$ cat config.mk
export PLATFORM = sky130hd
export DESIGN_NAME = three_axis_step_pulse_interpolator_top
export DESIGN_NICKNAME = d
export VERILOG_FILES = /design/src/hw/rtl/tasp_pkg.sv /design/src/hw/rtl/tasp_axis.sv /design/src/hw/rtl/three_axis_step_pulse_interpolator_top.sv
export SDC_FILE = /design/constraint.sdc
export NUM_CORES = 1
export LEC_CHECK = 0
export ABC_AREA = 1
export CORE_UTILIZATION = 45
export CTS_CLUSTER_SIZE = 30
export DETAILED_ROUTE_END_ITERATION = 8
export DONT_BUFFER_PORTS = 1
export PLACE_DENSITY_LB_ADDON = 0.25
export SYNTH_ARGS = -nofsm -noshare
export SYNTH_HDL_FRONTEND = slang
export SYNTH_SLANG_ARGS = --single-unit
$ cat constraint.sdc
create_clock -name i_clk -period 11 [get_ports i_clk]
set_clock_uncertainty 0.15 [all_clocks]
set_input_delay 0 -clock i_clk [delete_from_list [all_inputs] [get_ports i_clk]]
set_output_delay 0 -clock i_clk [all_outputs]
set_load 0.01 [all_outputs]
$ cat src/hw/rtl/tasp_pkg.sv
// ----------------------------------------------------------------------------
// tasp_pkg
// Types and constants shared by the step pulse interpolator modules.
// ----------------------------------------------------------------------------
package tasp_pkg;

    localparam int AXES     = 3;
    localparam int POS_BITS = 32;

    localparam logic REQ_MOVE = 1'b0;
    localparam logic REQ_TICK = 1'b1;

    typedef struct packed {
        logic latch;
        logic start;
        logic tick;
    } t_axis_ctrl;

endpackage

$ cat src/hw/rtl/tasp_axis.sv
// ----------------------------------------------------------------------------
// tasp_axis
// One axis: direction, magnitude, error accumulator and absolute position.
// ----------------------------------------------------------------------------
module tasp_axis #(
    parameter int STEP_BITS = 24
) (
    input  logic                          i_clk,
    input  logic                          i_rst_n,
    input  tasp_pkg::t_axis_ctrl          i_ctrl,
    input  logic [STEP_BITS-1:0]          i_delta,
    input  logic [STEP_BITS-1:0]          i_total,
    output logic [STEP_BITS-2:0]          o_load_mag,
    output logic                          o_step,
    output logic                          o_n_dir,
    output logic [tasp_pkg::POS_BITS-1:0] o_n_pos
);

    logic [STEP_BITS-2:0]          r_mag;
    logic [STEP_BITS-1:0]          r_err;
    logic                          r_dir;
    logic [tasp_pkg::POS_BITS-1:0] r_pos;

    logic [STEP_BITS-2:0]          n_mag;
    logic [STEP_BITS-1:0]          n_err;
    logic [tasp_pkg::POS_BITS-1:0] n_pos;
    logic                          n_dir;

    logic [STEP_BITS-1:0]          w_neg;
    logic                          w_load_dir;
    logic [STEP_BITS-1:0]          w_sum;
    logic                          w_hit;
    logic [tasp_pkg::POS_BITS-1:0] w_mag_ext;

    // The most negative delta saturates to the largest magnitude.
    always_comb begin
        w_load_dir = ~i_delta[STEP_BITS-1];
        w_neg      = ~i_delta + {{(STEP_BITS-1){1'b0}}, 1'b1};
        if (w_load_dir) begin
            o_load_mag = i_delta[STEP_BITS-2:0];
        end else if (w_neg[STEP_BITS-1]) begin
            o_load_mag = {(STEP_BITS-1){1'b1}};
        end else begin
            o_load_mag = w_neg[STEP_BITS-2:0];
        end
    end

    assign w_sum     = r_err + {1'b0, r_mag};
    assign w_hit     = (w_sum >= i_total);
    assign o_step    = i_ctrl.tick & w_hit;
    assign w_mag_ext = {{(tasp_pkg::POS_BITS-STEP_BITS+1){1'b0}}, o_load_mag};

    always_comb begin
        n_mag = r_mag;
        n_dir = r_dir;
        n_err = r_err;
        n_pos = r_pos;
        if (i_ctrl.latch) begin
            n_mag = o_load_mag;
            n_dir = w_load_dir;
        end
        if (i_ctrl.start) begin
            n_err = '0;
            n_pos = w_load_dir ? (r_pos + w_mag_ext) : (r_pos - w_mag_ext);
        end
        if (i_ctrl.tick) begin
            n_err = w_hit ? (w_sum - i_total) : w_sum;
        end
    end

    assign o_n_dir = n_dir;
    assign o_n_pos = n_pos;

    always_ff @(posedge i_clk) begin
        if (!i_rst_n) begin
            r_mag <= '0;
            r_err <= '0;
            r_dir <= 1'b1;
            r_pos <= '0;
        end else begin
            r_mag <= n_mag;
            r_err <= n_err;
            r_dir <= n_dir;
            r_pos <= n_pos;
        end
    end

endmodule

$ cat src/hw/rtl/three_axis_step_pulse_interpolator_top.sv
// ----------------------------------------------------------------------------
// three_axis_step_pulse_interpolator_top
// Three-axis step generator with one error accumulator per axis.
// ----------------------------------------------------------------------------
// Usage: the input channel carries one beat per item. A move beat (req_type
// zero) loads signed step deltas when no move is active and is reported as
// ignored otherwise. A tick beat advances the active move by one tick and
// reports the step pulses of each axis. Every input beat gives exactly one
// output beat carrying steps, directions, busy, finished, ignored and the
// absolute positions after that item.
// A beat is taken into an input register, and from there it is worked in
// one pass of per-axis add and compare logic into the output register.
// One beat is accepted per cycle while the output side does not stall.
// The rate is set by the combinational accumulator update of each axis.
// When the receiver stalls, the output register holds its beat; the input
// register still takes one more beat, then the input side stalls too.
// Reset is synchronous: no move is active, positions and accumulators are
// zero and all directions are positive.
// ----------------------------------------------------------------------------
module three_axis_step_pulse_interpolator_top #(
    parameter int STEP_BITS = 24
) (
    input  logic                          i_clk,
    input  logic                          i_rst_n,
    input  logic                          i_in_valid,
    output logic                          o_in_stall,
    input  logic                          i_req_type,
    input  logic signed [STEP_BITS-1:0]   i_delta_x,
    input  logic signed [STEP_BITS-1:0]   i_delta_y,
    input  logic signed [STEP_BITS-1:0]   i_delta_z,
    output logic                          o_out_valid,
    input  logic                          i_out_stall,
    output logic                          o_step_x,
    output logic                          o_step_y,
    output logic                          o_step_z,
    output logic                          o_dir_x,
    output logic                          o_dir_y,
    output logic                          o_dir_z,
    output logic                          o_busy_res,
    output logic                          o_move_finished,
    output logic                          o_load_ignored,
    output logic signed [tasp_pkg::POS_BITS-1:0] o_pos_x,
    output logic signed [tasp_pkg::POS_BITS-1:0] o_pos_y,
    output logic signed [tasp_pkg::POS_BITS-1:0] o_pos_z
);

    localparam int AXES = tasp_pkg::AXES;
    localparam int PB   = tasp_pkg::POS_BITS;

    logic                 r_in_valid;
    logic                 r_req_type;
    logic [STEP_BITS-1:0] r_delta [AXES];

    logic                 r_active;
    logic [STEP_BITS-1:0] r_tick_count;
    logic [STEP_BITS-1:0] r_total;

    logic                 r_out_valid;
    logic [AXES-1:0]      r_step;
    logic [AXES-1:0]      r_dir;
    logic                 r_busy;
    logic                 r_finished;
    logic                 r_ignored;
    logic [PB-1:0]        r_pos [AXES];

    logic                 n_active;
    logic [STEP_BITS-1:0] n_tick_count;
    logic [STEP_BITS-1:0] n_total;

    logic                 w_adv;
    logic                 w_take;
    logic                 w_is_move;
    logic                 w_ignored;
    logic                 w_finish;
    logic [STEP_BITS-1:0] w_tick_inc;
    logic [STEP_BITS-2:0] w_max_xy;
    logic [STEP_BITS-2:0] w_max;
    tasp_pkg::t_axis_ctrl w_ctrl;

    logic [STEP_BITS-2:0] w_load_mag [AXES];
    logic [AXES-1:0]      w_step;
    logic [AXES-1:0]      w_n_dir;
    logic [PB-1:0]        w_n_pos [AXES];

    assign w_adv      = r_in_valid && (!r_out_valid || !i_out_stall);
    assign o_in_stall = r_in_valid && !w_adv;
    assign w_take     = i_in_valid && !o_in_stall;

    always_ff @(posedge i_clk) begin
        if (!i_rst_n) begin
            r_in_valid <= 1'b0;
        end else if (w_take) begin
            r_in_valid <= 1'b1;
        end else if (w_adv) begin
            r_in_valid <= 1'b0;
        end
    end

    always_ff @(posedge i_clk) begin
        if (w_take) begin
            r_req_type <= i_req_type;
            r_delta[0] <= i_delta_x;
            r_delta[1] <= i_delta_y;
            r_delta[2] <= i_delta_z;
        end
    end

    assign w_max_xy = (w_load_mag[1] > w_load_mag[0]) ? w_load_mag[1] : w_load_mag[0];
    assign w_max    = (w_load_mag[2] > w_max_xy) ? w_load_mag[2] : w_max_xy;

    always_comb begin
        w_is_move    = (r_req_type == tasp_pkg::REQ_MOVE);
        w_ctrl.latch = w_adv && w_is_move && !r_active;
        w_ctrl.start = w_ctrl.latch && (w_max != '0);
        w_ctrl.tick  = w_adv && !w_is_move && r_active;
        w_ignored    = w_adv && w_is_move && r_active;
        w_tick_inc   = r_tick_count + {{(STEP_BITS-1){1'b0}}, 1'b1};
        w_finish     = w_ctrl.tick && (w_tick_inc >= r_total);
        n_active     = r_active;
        n_tick_count = r_tick_count;
        n_total      = r_total;
        if (w_ctrl.latch) begin
            n_total = {1'b0, w_max};
        end
        if (w_ctrl.start) begin
            n_active     = 1'b1;
            n_tick_count = '0;
        end
        if (w_ctrl.tick) begin
            n_tick_count = w_tick_inc;
            if (w_finish) begin
                n_active = 1'b0;
            end
        end
    end

    always_ff @(posedge i_clk) begin
        if (!i_rst_n) begin
            r_active     <= 1'b0;
            r_tick_count <= '0;
            r_total      <= '0;
        end else begin
            r_active     <= n_active;
            r_tick_count <= n_tick_count;
            r_total      <= n_total;
        end
    end

    for (genvar g = 0; g < AXES; g++) begin : g_axis
        tasp_axis #(
            .STEP_BITS(STEP_BITS)
        ) u_axis (
            .i_clk      (i_clk),
            .i_rst_n    (i_rst_n),
            .i_ctrl     (w_ctrl),
            .i_delta    (r_delta[g]),
            .i_total    (r_total),
            .o_load_mag (w_load_mag[g]),
            .o_step     (w_step[g]),
            .o_n_dir    (w_n_dir[g]),
            .o_n_pos    (w_n_pos[g])
        );
    end

    always_ff @(posedge i_clk) begin
        if (!i_rst_n) begin
            r_out_valid <= 1'b0;
        end else if (w_adv) begin
            r_out_valid <= 1'b1;
        end else if (!i_out_stall) begin
            r_out_valid <= 1'b0;
        end
    end

    always_ff @(posedge i_clk) begin
        if (w_adv) begin
            r_step     <= w_step;
            r_dir      <= w_n_dir;
            r_busy     <= n_active;
            r_finished <= w_finish;
            r_ignored  <= w_ignored;
            r_pos      <= w_n_pos;
        end
    end

    assign o_out_valid     = r_out_valid;
    assign o_step_x        = r_step[0];
    assign o_step_y        = r_step[1];
    assign o_step_z        = r_step[2];
    assign o_dir_x         = r_dir[0];
    assign o_dir_y         = r_dir[1];
    assign o_dir_z         = r_dir[2];
    assign o_busy_res      = r_busy;
    assign o_move_finished = r_finished;
    assign o_load_ignored  = r_ignored;
    assign o_pos_x         = r_pos[0];
    assign o_pos_y         = r_pos[1];
    assign o_pos_z         = r_pos[2];

    a_finish_not_busy: assert property (@(posedge i_clk) disable iff (!i_rst_n)
        (o_out_valid && o_move_finished) |-> !o_busy_res)
        else $error("Finished move still reported busy.");

    a_ignored_quiet: assert property (@(posedge i_clk) disable iff (!i_rst_n)
        (o_out_valid && o_load_ignored) |->
            (!o_step_x && !o_step_y && !o_step_z && !o_move_finished && o_busy_res))
        else $error("Ignored move beat carries tick results.");

    a_active_total: assert property (@(posedge i_clk) disable iff (!i_rst_n)
        r_active |-> (r_total != '0))
        else $error("Move active with zero total ticks.");

    a_tick_in_range: assert property (@(posedge i_clk) disable iff (!i_rst_n)
        r_active |-> (r_tick_count < r_total))
        else $error("Tick count ran past the move total.");

endmodule

; ---- Yosys cells after proc, flatten, opt, wreduce, memory -nomap -nowiden
; Memory sizes are Yosys's and may differ from the RTL's.
; Cells that the tools add are included.
[op_classes]
addsub = 16
magnitude_cmp = 6
eq_ne = 1
n_mux = 34
reduce_logical = 19
n_bitwise = 10
[op_table]
columns = cell, n
row1 = $mux W24, 8
row2 = $mux W32, 6
row3 = $mux W23, 8
row4 = $add A24 B1 Y24 const B, 4
row5 = $add A32 B23 Y32, 3
row6 = $ge A24 B23 Y1, 4
row7 = $sub A32 B23 Y32, 3
row8 = $add A24 B23 Y24, 3
row9 = $not A24 Y24, 3
row10 = $sub A24 B23 Y24, 3
row11 = $gt A23 B23 Y1, 2
row12 = $reduce_bool A23 Y1, 1
row13 = $mux W1, 12
row14 = $logic_and A1 B1 Y1, 10
row15 = $logic_not A1 Y1, 5
row16 = $not A1 Y1, 4
row17 = $reduce_bool A2 Y1, 2
row18 = $and A1 B1 Y1, 3
row19 = $ne A2 B1 Y1 const B, 1
row20 = $logic_or A1 B1 Y1, 1
[word_totals]
n_memories = 1
mem_bits_rw = 72
ff_bits = 396
wordCells = 113
output_inout_bits = 107
[memory_table]
columns = memory, depth, width, rd, rd_ports_with_merged_regs, write_ports, line
row1 = r_delta, 3, 24, 3, 0, 3, three_axis_step_pulse_interpolator_top.sv:52  ; logic [STEP_BITS-1:0] r_delta [AXES];

; ---- Logic depth before layout (Yosys ltp)
; Gate-level depths: netlist of run 1.
; An unclocked memory read counts as a cell.
[logic_depth]
word_depth = 14
depth_mapped = 47

; ---- By module
; A second synthesis of run 1 with hierarchy kept.
[hier_totals]
hier_cells = 5777
hier_area_um2 = 38740.9
[by_module_without_submodules]
columns = mod, cells_per_inst, n_inst, area_each_um2
row1 = three_axis_step_pulse_interpolator_top, 967, 1, 10306.1
row2 = tasp_axis (g_axis[0].u_axis), 1611, 1, 9565.4
row3 = tasp_axis (g_axis[2].u_axis), 1594, 1, 9466.6
row4 = tasp_axis (g_axis[1].u_axis), 1605, 1, 9402.8

; ---- Worst setup path after synthesis of run 1
; No wires, ideal clock.
[synth_path]
path_type = flip-flop to flip-flop
start = register r_in_valid
end = register g_axis[0].u_axis.r_err[17]
n_path_buf = 2
setup_slack_ps = 2647
t_arrival_ps = 8133
synth_period_minus_slack_ps = 8353
t_required_ps = 10779
path_stages_with_launch = 9
setup_time_ps = 71
path_cell_list = dfxtp_1 > inv_1 > a21oi_1 > nand3_1 > clkinv_1 > clkbuf_1 > clkbuf_1 > nand3_1 > a21oi_1
[synth_via]
elab_chain_cells = 5
[synth_lines]
columns = element, line
row1 = "start, declared", three_axis_step_pulse_interpolator_top.sv:50  ; logic r_in_valid;
row2 = "start signal, assigned", three_axis_step_pulse_interpolator_top.sv:91  ; r_in_valid <= 1'b0;
row3 = "start signal, assigned", three_axis_step_pulse_interpolator_top.sv:93  ; r_in_valid <= 1'b1;
row4 = "start signal, assigned", three_axis_step_pulse_interpolator_top.sv:95  ; r_in_valid <= 1'b0;
row5 = $logic_and A1 B1 Y1 *, three_axis_step_pulse_interpolator_top.sv:85  ; assign w_adv = r_in_valid && (!r_out_valid || !i_out_stall);
row6 = named net w_adv, three_axis_step_pulse_interpolator_top.sv:70  ; logic w_adv;
row7 = $logic_and A1 B1 Y1 (2 in series), three_axis_step_pulse_interpolator_top.sv:113  ; w_ctrl.latch = w_adv && w_is_move && !r_active;
row8 = $logic_and A1 B1 Y1, three_axis_step_pulse_interpolator_top.sv:114  ; w_ctrl.start = w_ctrl.latch && (w_max != '0);
row9 = $reduce_bool A2 Y1 (no line), n/a
row10 = "end signal, assigned", tasp_axis.sv:82  ; r_err <= n_err;
row11 = "end, declared", tasp_axis.sv:20  ; logic [STEP_BITS-1:0] r_err;
; The timed path passes the listed nets; every way through them passes the cells marked *.
; A chain may end at the register's enable or synchronous reset.

==> results of run 1 <==
## final timing paths
kind / endpoint / startpoint / slack (ns) / depth (start not counted)
worst min register to register: r_tick_count[22] / r_tick_count[22] / 0.33 / 2
worst min-delay path: o_out_valid / i_out_stall / 0.06 / 3
worst max-delay path: o_pos_y[30] / r_delta[0][47] / 2.04 / 36
worst max register to register: o_pos_y[30] / r_delta[0][47] / 2.04 / 36
## layer usage
metal	global-route usage	vias up	share of wire	routed length [µm]
li1	-	16700	-	-
met1	0.351	15200	0.45	49100
met2	0.445	962	0.46	50700
met3	0.0309	174	0.057	6240
met4	0.0970	0	0.036	3990
met5	0	-	0	0
## worst register-to-register path, delay by kind of cell, from the launching register on
family	cells	cell delay [ns]
buffers and inverters	7	1.81
and+or+nand+nor	24	4.91
AOI/OAI and AO/OA	2	0.27
adders and majority gates	2	0.63
DFF	1	0.81
xor gates and xnor gates	1	0.13
## power breakdown
part / internal, µW / leakage, µW / switching (µW)
logic: 587 / 0.0144 / 1130
registers: 1900 / 0.00408 / 79.1
clock network: 1050 / 0.000867 / 798
total: 3530 / 0.0194 / 2010
## cell families (layout without fill, tap and decap cells)
logic type      after synthesis  in the layout  share of synthesized area
simple gates               1996           1996                      0.242
compound gates             1034           1034                      0.163
buf+inv                     842            975                     0.0968
flops                       468            468                      0.312
fa+ha+maj                   316            316                      0.112
xor+xnor                    302            302                     0.0740
## through the flow
stage / total power [µW] / hold slack [ns] / utilization / area [µm²] / worst slack, ns
finish: 5540 / 0.0595 / 0.511 / 39800 / 2.04
global route: 5850 / 0.0468 / 0.511 / 39800 / 1.28
global placement: 3640 / -0.0511 / 0.468 / 36500 / 2.27
detailed placement: 3650 / -0.0511 / 0.468 / 36500 / 2.14
CTS: 5540 / 0.00454 / 0.511 / 39800 / 2.13
floorplan: 3250 / -0.0511 / - / 35800 / 2.65
## sequential cells by signal (all words and copies together), names as in the netlist, 23 cells and up
register	cells
g_axis.u_axis.r_pos	96
g_axis.u_axis.r_err	72
r_delta	72
g_axis.u_axis.r_mag	69
o_pos_x	32
o_pos_y	32
o_pos_z	32
r_tick_count	24
r_total	23
## cells in the final DEF, fill, tap and decap left out, drive strengths merged, types with 12 or more instances in the layout
master | Yosys | final
a21boi | 12 | 12
a21o | 24 | 24
a21oi | 477 | 477
a31oi | 20 | 20
buf | 59 | 31
clkbuf | 90 | 63
clkinv | 2 | 21
dfxtp | 290 | 290
dlygate4sd3 | 0 | 151
edfxtp | 178 | 178
ha | 307 | 307
inv | 691 | 699
nand2 | 985 | 985
nand3 | 348 | 348
nand4 | 71 | 71
nor2 | 479 | 479
nor3 | 58 | 58
nor4 | 12 | 12
o211ai | 62 | 62
o21a | 20 | 20
o21ai | 365 | 365
o21bai | 34 | 34
or2 | 20 | 20
xnor2 | 82 | 82
xor2 | 220 | 220
## area by class of cell
cell class,instances,area share
multi-input cells,3648,0.532
flip-flops and latches,468,0.280
inverters,693,0.0656
repair buffers,182,0.0446
clock buffers,63,0.0354
well taps,1040,0.0327
clock inverters,37,0.00962
## repair_timing
item | 4_1_cts | 5_1_grt
hold buffers | 152 | 0
setup buffers | 0 | 0
hold endpoints to repair | 290 | 0
==> reports/metrics.cfg, run 1 <==
[floorplan]
core_um2 = 78000
dieArea_um2 = 80600
initial_core_util = 0.459
io_pins = 184
die_h_um = 284
num_rows = 102
die_w_um = 284

[sta]
period_needed_ns = 8.96
slew_headroom = 0.386
tightest_slew_ns = 0.920
max_freq_mhz = 112
setup_violations = 0
hold_violations = 0
fin_crit_sh = 0.814
fin_tns_setup_ns = 0
rsz0062_at_grt = false
drv_slew = 0

[cts]
clk_latency_ns = 0.63
htree_levels = 2
clockBufferDepth = 3
cts_buffers = 53
root_buffer = clkbuf_16
cts.sinks = 468
post_cts_resized = 0
clkTransAtPathRegs_ns = 0.06
cts_tree = yes

[synthesis]
async_flop_share = 0
yosysWarnings = 0
netlist_area_um2 = 35800
syn-instance-count = 4958
yosysUniqueCellTypes = 57
syn_avg_cell_area_um2 = 7.21
ys_seq_area_frac = 0.312
synthTopCellsByArea = dfxtp_1 16%, edfxtp_1 15%, ha_1 11%
ys_seq_elements = 468
synth_top_cells_by_count = 976 x nand2_1, 641 x inv_1, 475 x a21oi_1
syn_nets = 5351
synth_top_area_cell = dfxtp_1
synthFlopType = dfxtp_1
yosysMostFrequentCell = nand2_1
synth_edf_count = 178
synth_top_area_frac = 0.162

[global_routing]
antenna_found_initial = 0
grt_max_degree = 132
grt_overflow = 0
grt_pass1_vias = 31200
grt_usage = 0.266
grt_pass1_wl_um = 171000

[critical_path]
start_kind = register
max_stage_delay_ns = 0.81
worstPathMaxFanout = 131
crit_family = simple AND/OR/NAND/NOR gates
cp-end-kind = register
path_class = register to register
required_ns = 11.24
crit_buf_inv = 7
critPathSlowestCell = edfxtp_1
path_common_cell = nand2_1
arrival_ns = 9.20

[finish]
multi_input_area_um2 = 21200
sequential_cell_area_um2 = 11200
syn_to_final_growth_pct = 11.3
stdcell_count = 6131
nets = 5439
final_layout_size_suffix_gt1_frac = 0.0621
diodes = 0
fill_cells = 7673

[routing]
drt-initial-drc-count = 2539
vias = 33000
wl_um = 110000
ant_nets = 0
via_per_inst = 5.39
drt_first_pass_iters = 6
drc = 0
post_drt_wl_per_cell_um = 18.0

[pwr]
power.leakage_uw = 0.0194
power.density_nw_per_um2 = 139
peakVddDrop_mv = 0.124

[outcome]
outcome = complete, no violations

[place]
dp_hpwl_um = 82700
portBuffers = 0
routabilityCongestion = 0.978
placedCellCount = 5879

[worst_hold_path]
hold_path_class = primary input to register

[flow_run]
drv_cap = 0

Note: power is estimated with default switching activity, not from simulation.
==> inputs of run 2 (changes only) <==
--- a/config.mk
+++ b/config.mk
@@ -5,7 +5,7 @@
 export SDC_FILE = /design/constraint.sdc
 export NUM_CORES = 1
 export LEC_CHECK = 0
-export ABC_AREA = 1
+export ABC_AREA = 0
 export CORE_UTILIZATION = 45
 export CTS_CLUSTER_SIZE = 30
 export DETAILED_ROUTE_END_ITERATION = 8
==> constraint.sdc (replaced) <==
create_clock -name i_clk -period 9.2 [get_ports i_clk]
set_clock_uncertainty 0.15 [all_clocks]
set_input_delay 0 -clock i_clk [delete_from_list [all_inputs] [get_ports i_clk]]
set_output_delay 0 -clock i_clk [all_outputs]
set_load 0.01 [all_outputs]
==> run 2 against run 1 <==
Die area fell by 6.0%. Register-to-register slack lost 1.6 ns. Combinational power grew 17%. Synthesized area shrank 6.1%. Critical path type unchanged.
==> reports/metrics.cfg, run 2 <==
[critical_path]
path_class = register to register
cp-end-kind = register
critPathSlowestCell = or4b_2
arrival_ns = 9.17  ; -0.03 ns
required_ns = 9.57  ; -1.67 ns
worstRegToRegCells = 28  ; -22%
worstPathMaxFanout = 41  ; -69%
start_kind = register
max_stage_delay_ns = 0.68  ; -0.13 ns

[synthesis]
netlist_area_um2 = 33600  ; -6.1%
yosysUniqueCellTypes = 97  ; +70%
async_flop_share = 0  ; unchanged
synthFlopType = dfxtp_1
synth_top_cells_by_count = 376 x a21oi_1, 357 x nor2_1, 330 x nand2_1
syn_nets = 4286  ; -20%
syn-instance-count = 3893  ; -21%
ys_seq_elements = 468  ; unchanged
synth_edf_count = 178  ; unchanged
synth_top_area_frac = 0.173  ; +0.0105
yosysWarnings = 0  ; unchanged
yosysMostFrequentCell = a21oi_1
synth_top_area_cell = dfxtp_1
syn_avg_cell_area_um2 = 8.63  ; +20%
ys_seq_area_frac = 0.332  ; +0.0202
synthTopCellsByArea = dfxtp_1 17%, edfxtp_1 16%, ha_1 11%

[sta]
holdWs_ns = 0.0452  ; -0.0143 ns
setup_violations = 0  ; unchanged
tightest_slew_ns = 1.11  ; +0.186 ns
hold_violations = 0  ; unchanged
max_freq_mhz = 114  ; +1.7%
period_needed_ns = 8.80  ; -0.154 ns
layout_setup_ws_ns = 0.397  ; -1.65 ns
fin_tns_setup_ns = 0  ; unchanged
fin_crit_sh = 0.957  ; +0.143
drv_slew = 0  ; unchanged
slew_headroom = 0.263  ; -0.124

[pwr]
peakVddDrop_mv = 0.146  ; +17%
total_power_uw = 6680  ; +21%
power.leakage_uw = 0.0159  ; -18%
power.density_nw_per_um2 = 174  ; +25%

[routing]
drt_first_pass_iters = 6  ; unchanged
wl_um = 104000  ; -5.4%
drc = 0  ; unchanged
post_drt_wl_per_cell_um = 20.7  ; +15%
via_per_inst = 5.88  ; +9.0%
drt-initial-drc-count = 2551  ; +0.47%
ant_nets = 0  ; unchanged
vias = 29500  ; -11%

[floorplan]
core_um2 = 73500  ; -5.8%
num_rows = 99  ; -2.9%
dieArea_um2 = 75700  ; -6.0%
initial_core_util = 0.457  ; -0.00134
die_h_um = 275  ; -3.1%
io_pins = 184  ; unchanged
die_w_um = 275  ; -3.1%

[cts]
clk_latency_ns = 0.63  ; about the same
cts.sinks = 468  ; unchanged
clkTransAtPathRegs_ns = 0.07  ; about the same
htree_levels = 2  ; unchanged
cts_tree = yes
cts_buffers = 54  ; +1.9%
clockBufferDepth = 3  ; unchanged
root_buffer = clkbuf_16

[place]
portBuffers = 0  ; unchanged
routabilityCongestion = 0.959  ; -1.9%
dp_hpwl_um = 74600  ; -9.8%
postPlaceCellArea_um2 = 34900  ; -4.5%
dp_worst_setup_slack_ns = 0.449  ; -1.69 ns

[finish]
reg.largest.list = g_axis.u_axis.r_pos (96), g_axis.u_axis.r_err (72), r_delta (72)
nets = 4416  ; -19%
final_common_cell = a21oi_1
syn_to_final_growth_pct = 14.2
finish.instance_area_um2 = 38300  ; -3.7%
largest_register = g_axis.u_axis.r_pos
final_layout_size_suffix_gt1_frac = 0.0809  ; +0.0188
mostFrequentLayoutCells = 375 x a21oi_1, 356 x nor2_1, 328 x nand2_1, 307 x ha_1, 290 x dfxtp_1
largest_reg_flops = 96  ; unchanged

[outcome]
outcome = complete, no violations

[global_routing]
grt_max_degree = 104  ; -21%
antenna_found_initial = 3  ; +3
grt_pass1_wl_um = 159000  ; -6.6%
grt_overflow = 0  ; unchanged
grt_pass1_vias = 27700  ; -11%
grt_usage = 0.270  ; +0.00390

[flow_run]
drv_cap = 0  ; unchanged

[worst_hold_path]
min_path_cells = 2  ; -1
hold_path_class = primary input to register

==> run 2: metal layers <==
metal	vias up	GRT usage	routed length [µm]
met3	220	0.0443	6920
met4	2	0.103	3980
met5	-	0	13
met1	13900	0.353	45100
li1	14400	-	-
met2	969	0.444	48100
==> run 2: final timing paths <==
path	slack (ns)	from	endpoint
max	0.40	r_delta[0][25]	g_axis[0].u_axis.r_pos[15]
min reg2reg	0.30	r_total[6]	r_total[6]
min	0.05	i_rst_n	g_axis[0].u_axis.r_err[15]
max reg2reg	0.40	r_delta[0][25]	g_axis[0].u_axis.r_pos[15]
==> run 2: report_power, final <==
part / switching, µW / total (µW) / internal (µW)
Sequential: 93.3 / 2350 / 2260
Clock: 958 / 2320 / 1360
Combinational: 1170 / 2010 / 839
==> run 2: layout make-up <==
| class | count | area [µm²] |
|---|---|---|
| clock buffers | 75 | 1600 |
| clock inverters | 26 | 314 |
| fillers | 6827 | 35100 |
| multi-input cells | 3123 | 21300 |
| repair buffers | 232 | 2210 |
| inverters | 144 | 542 |
| well taps | 959 | 1200 |
| diodes | 1 | 2.50 |
| flip-flops and latches | 468 | 11200 |
==> run 2: logic make-up after synthesis <==
| family | count (synthesis) | share of synthesized area |
|---|---|---|
| AOI/OAI and AO/OA | 1104 | 0.208 |
| muxes | 137 | 0.0461 |
| xor gates and xnor gates | 278 | 0.0725 |
| and+or+nand+nor | 1287 | 0.185 |
| buffers and inverters | 303 | 0.0365 |
| adders and majority gates | 316 | 0.120 |
| DFF | 468 | 0.332 |
==> run 2: worst max-delay path: cells and delay by family, from the launching register on <==
kind	cells	cell delay (ns)
adders and majority gates	3	0.83
DFF	1	0.47
muxes	3	1.17
AOI/OAI and AO/OA	5	1.28
and+or+nand+nor	13	3.57
buffers and inverters	4	1.15
==> run 2: through the flow <==
| step | instances | util |
|---|---|---|
| after floorplan | 3893 | - |
| after global placement | 4773 | 0.474 |
| after detailed placement | 4773 | 0.474 |
| after CTS | 5026 | 0.521 |
| after global routing | 5027 | 0.522 |
| final | 5028 | 0.522 |
==> run 2: timing repair <==
action	CTS	global route
buffers inserted	0	0
hold buffers	152	0
resized for setup	0	4
hold endpoints to repair	263	0
setup endpoints to repair	0	141
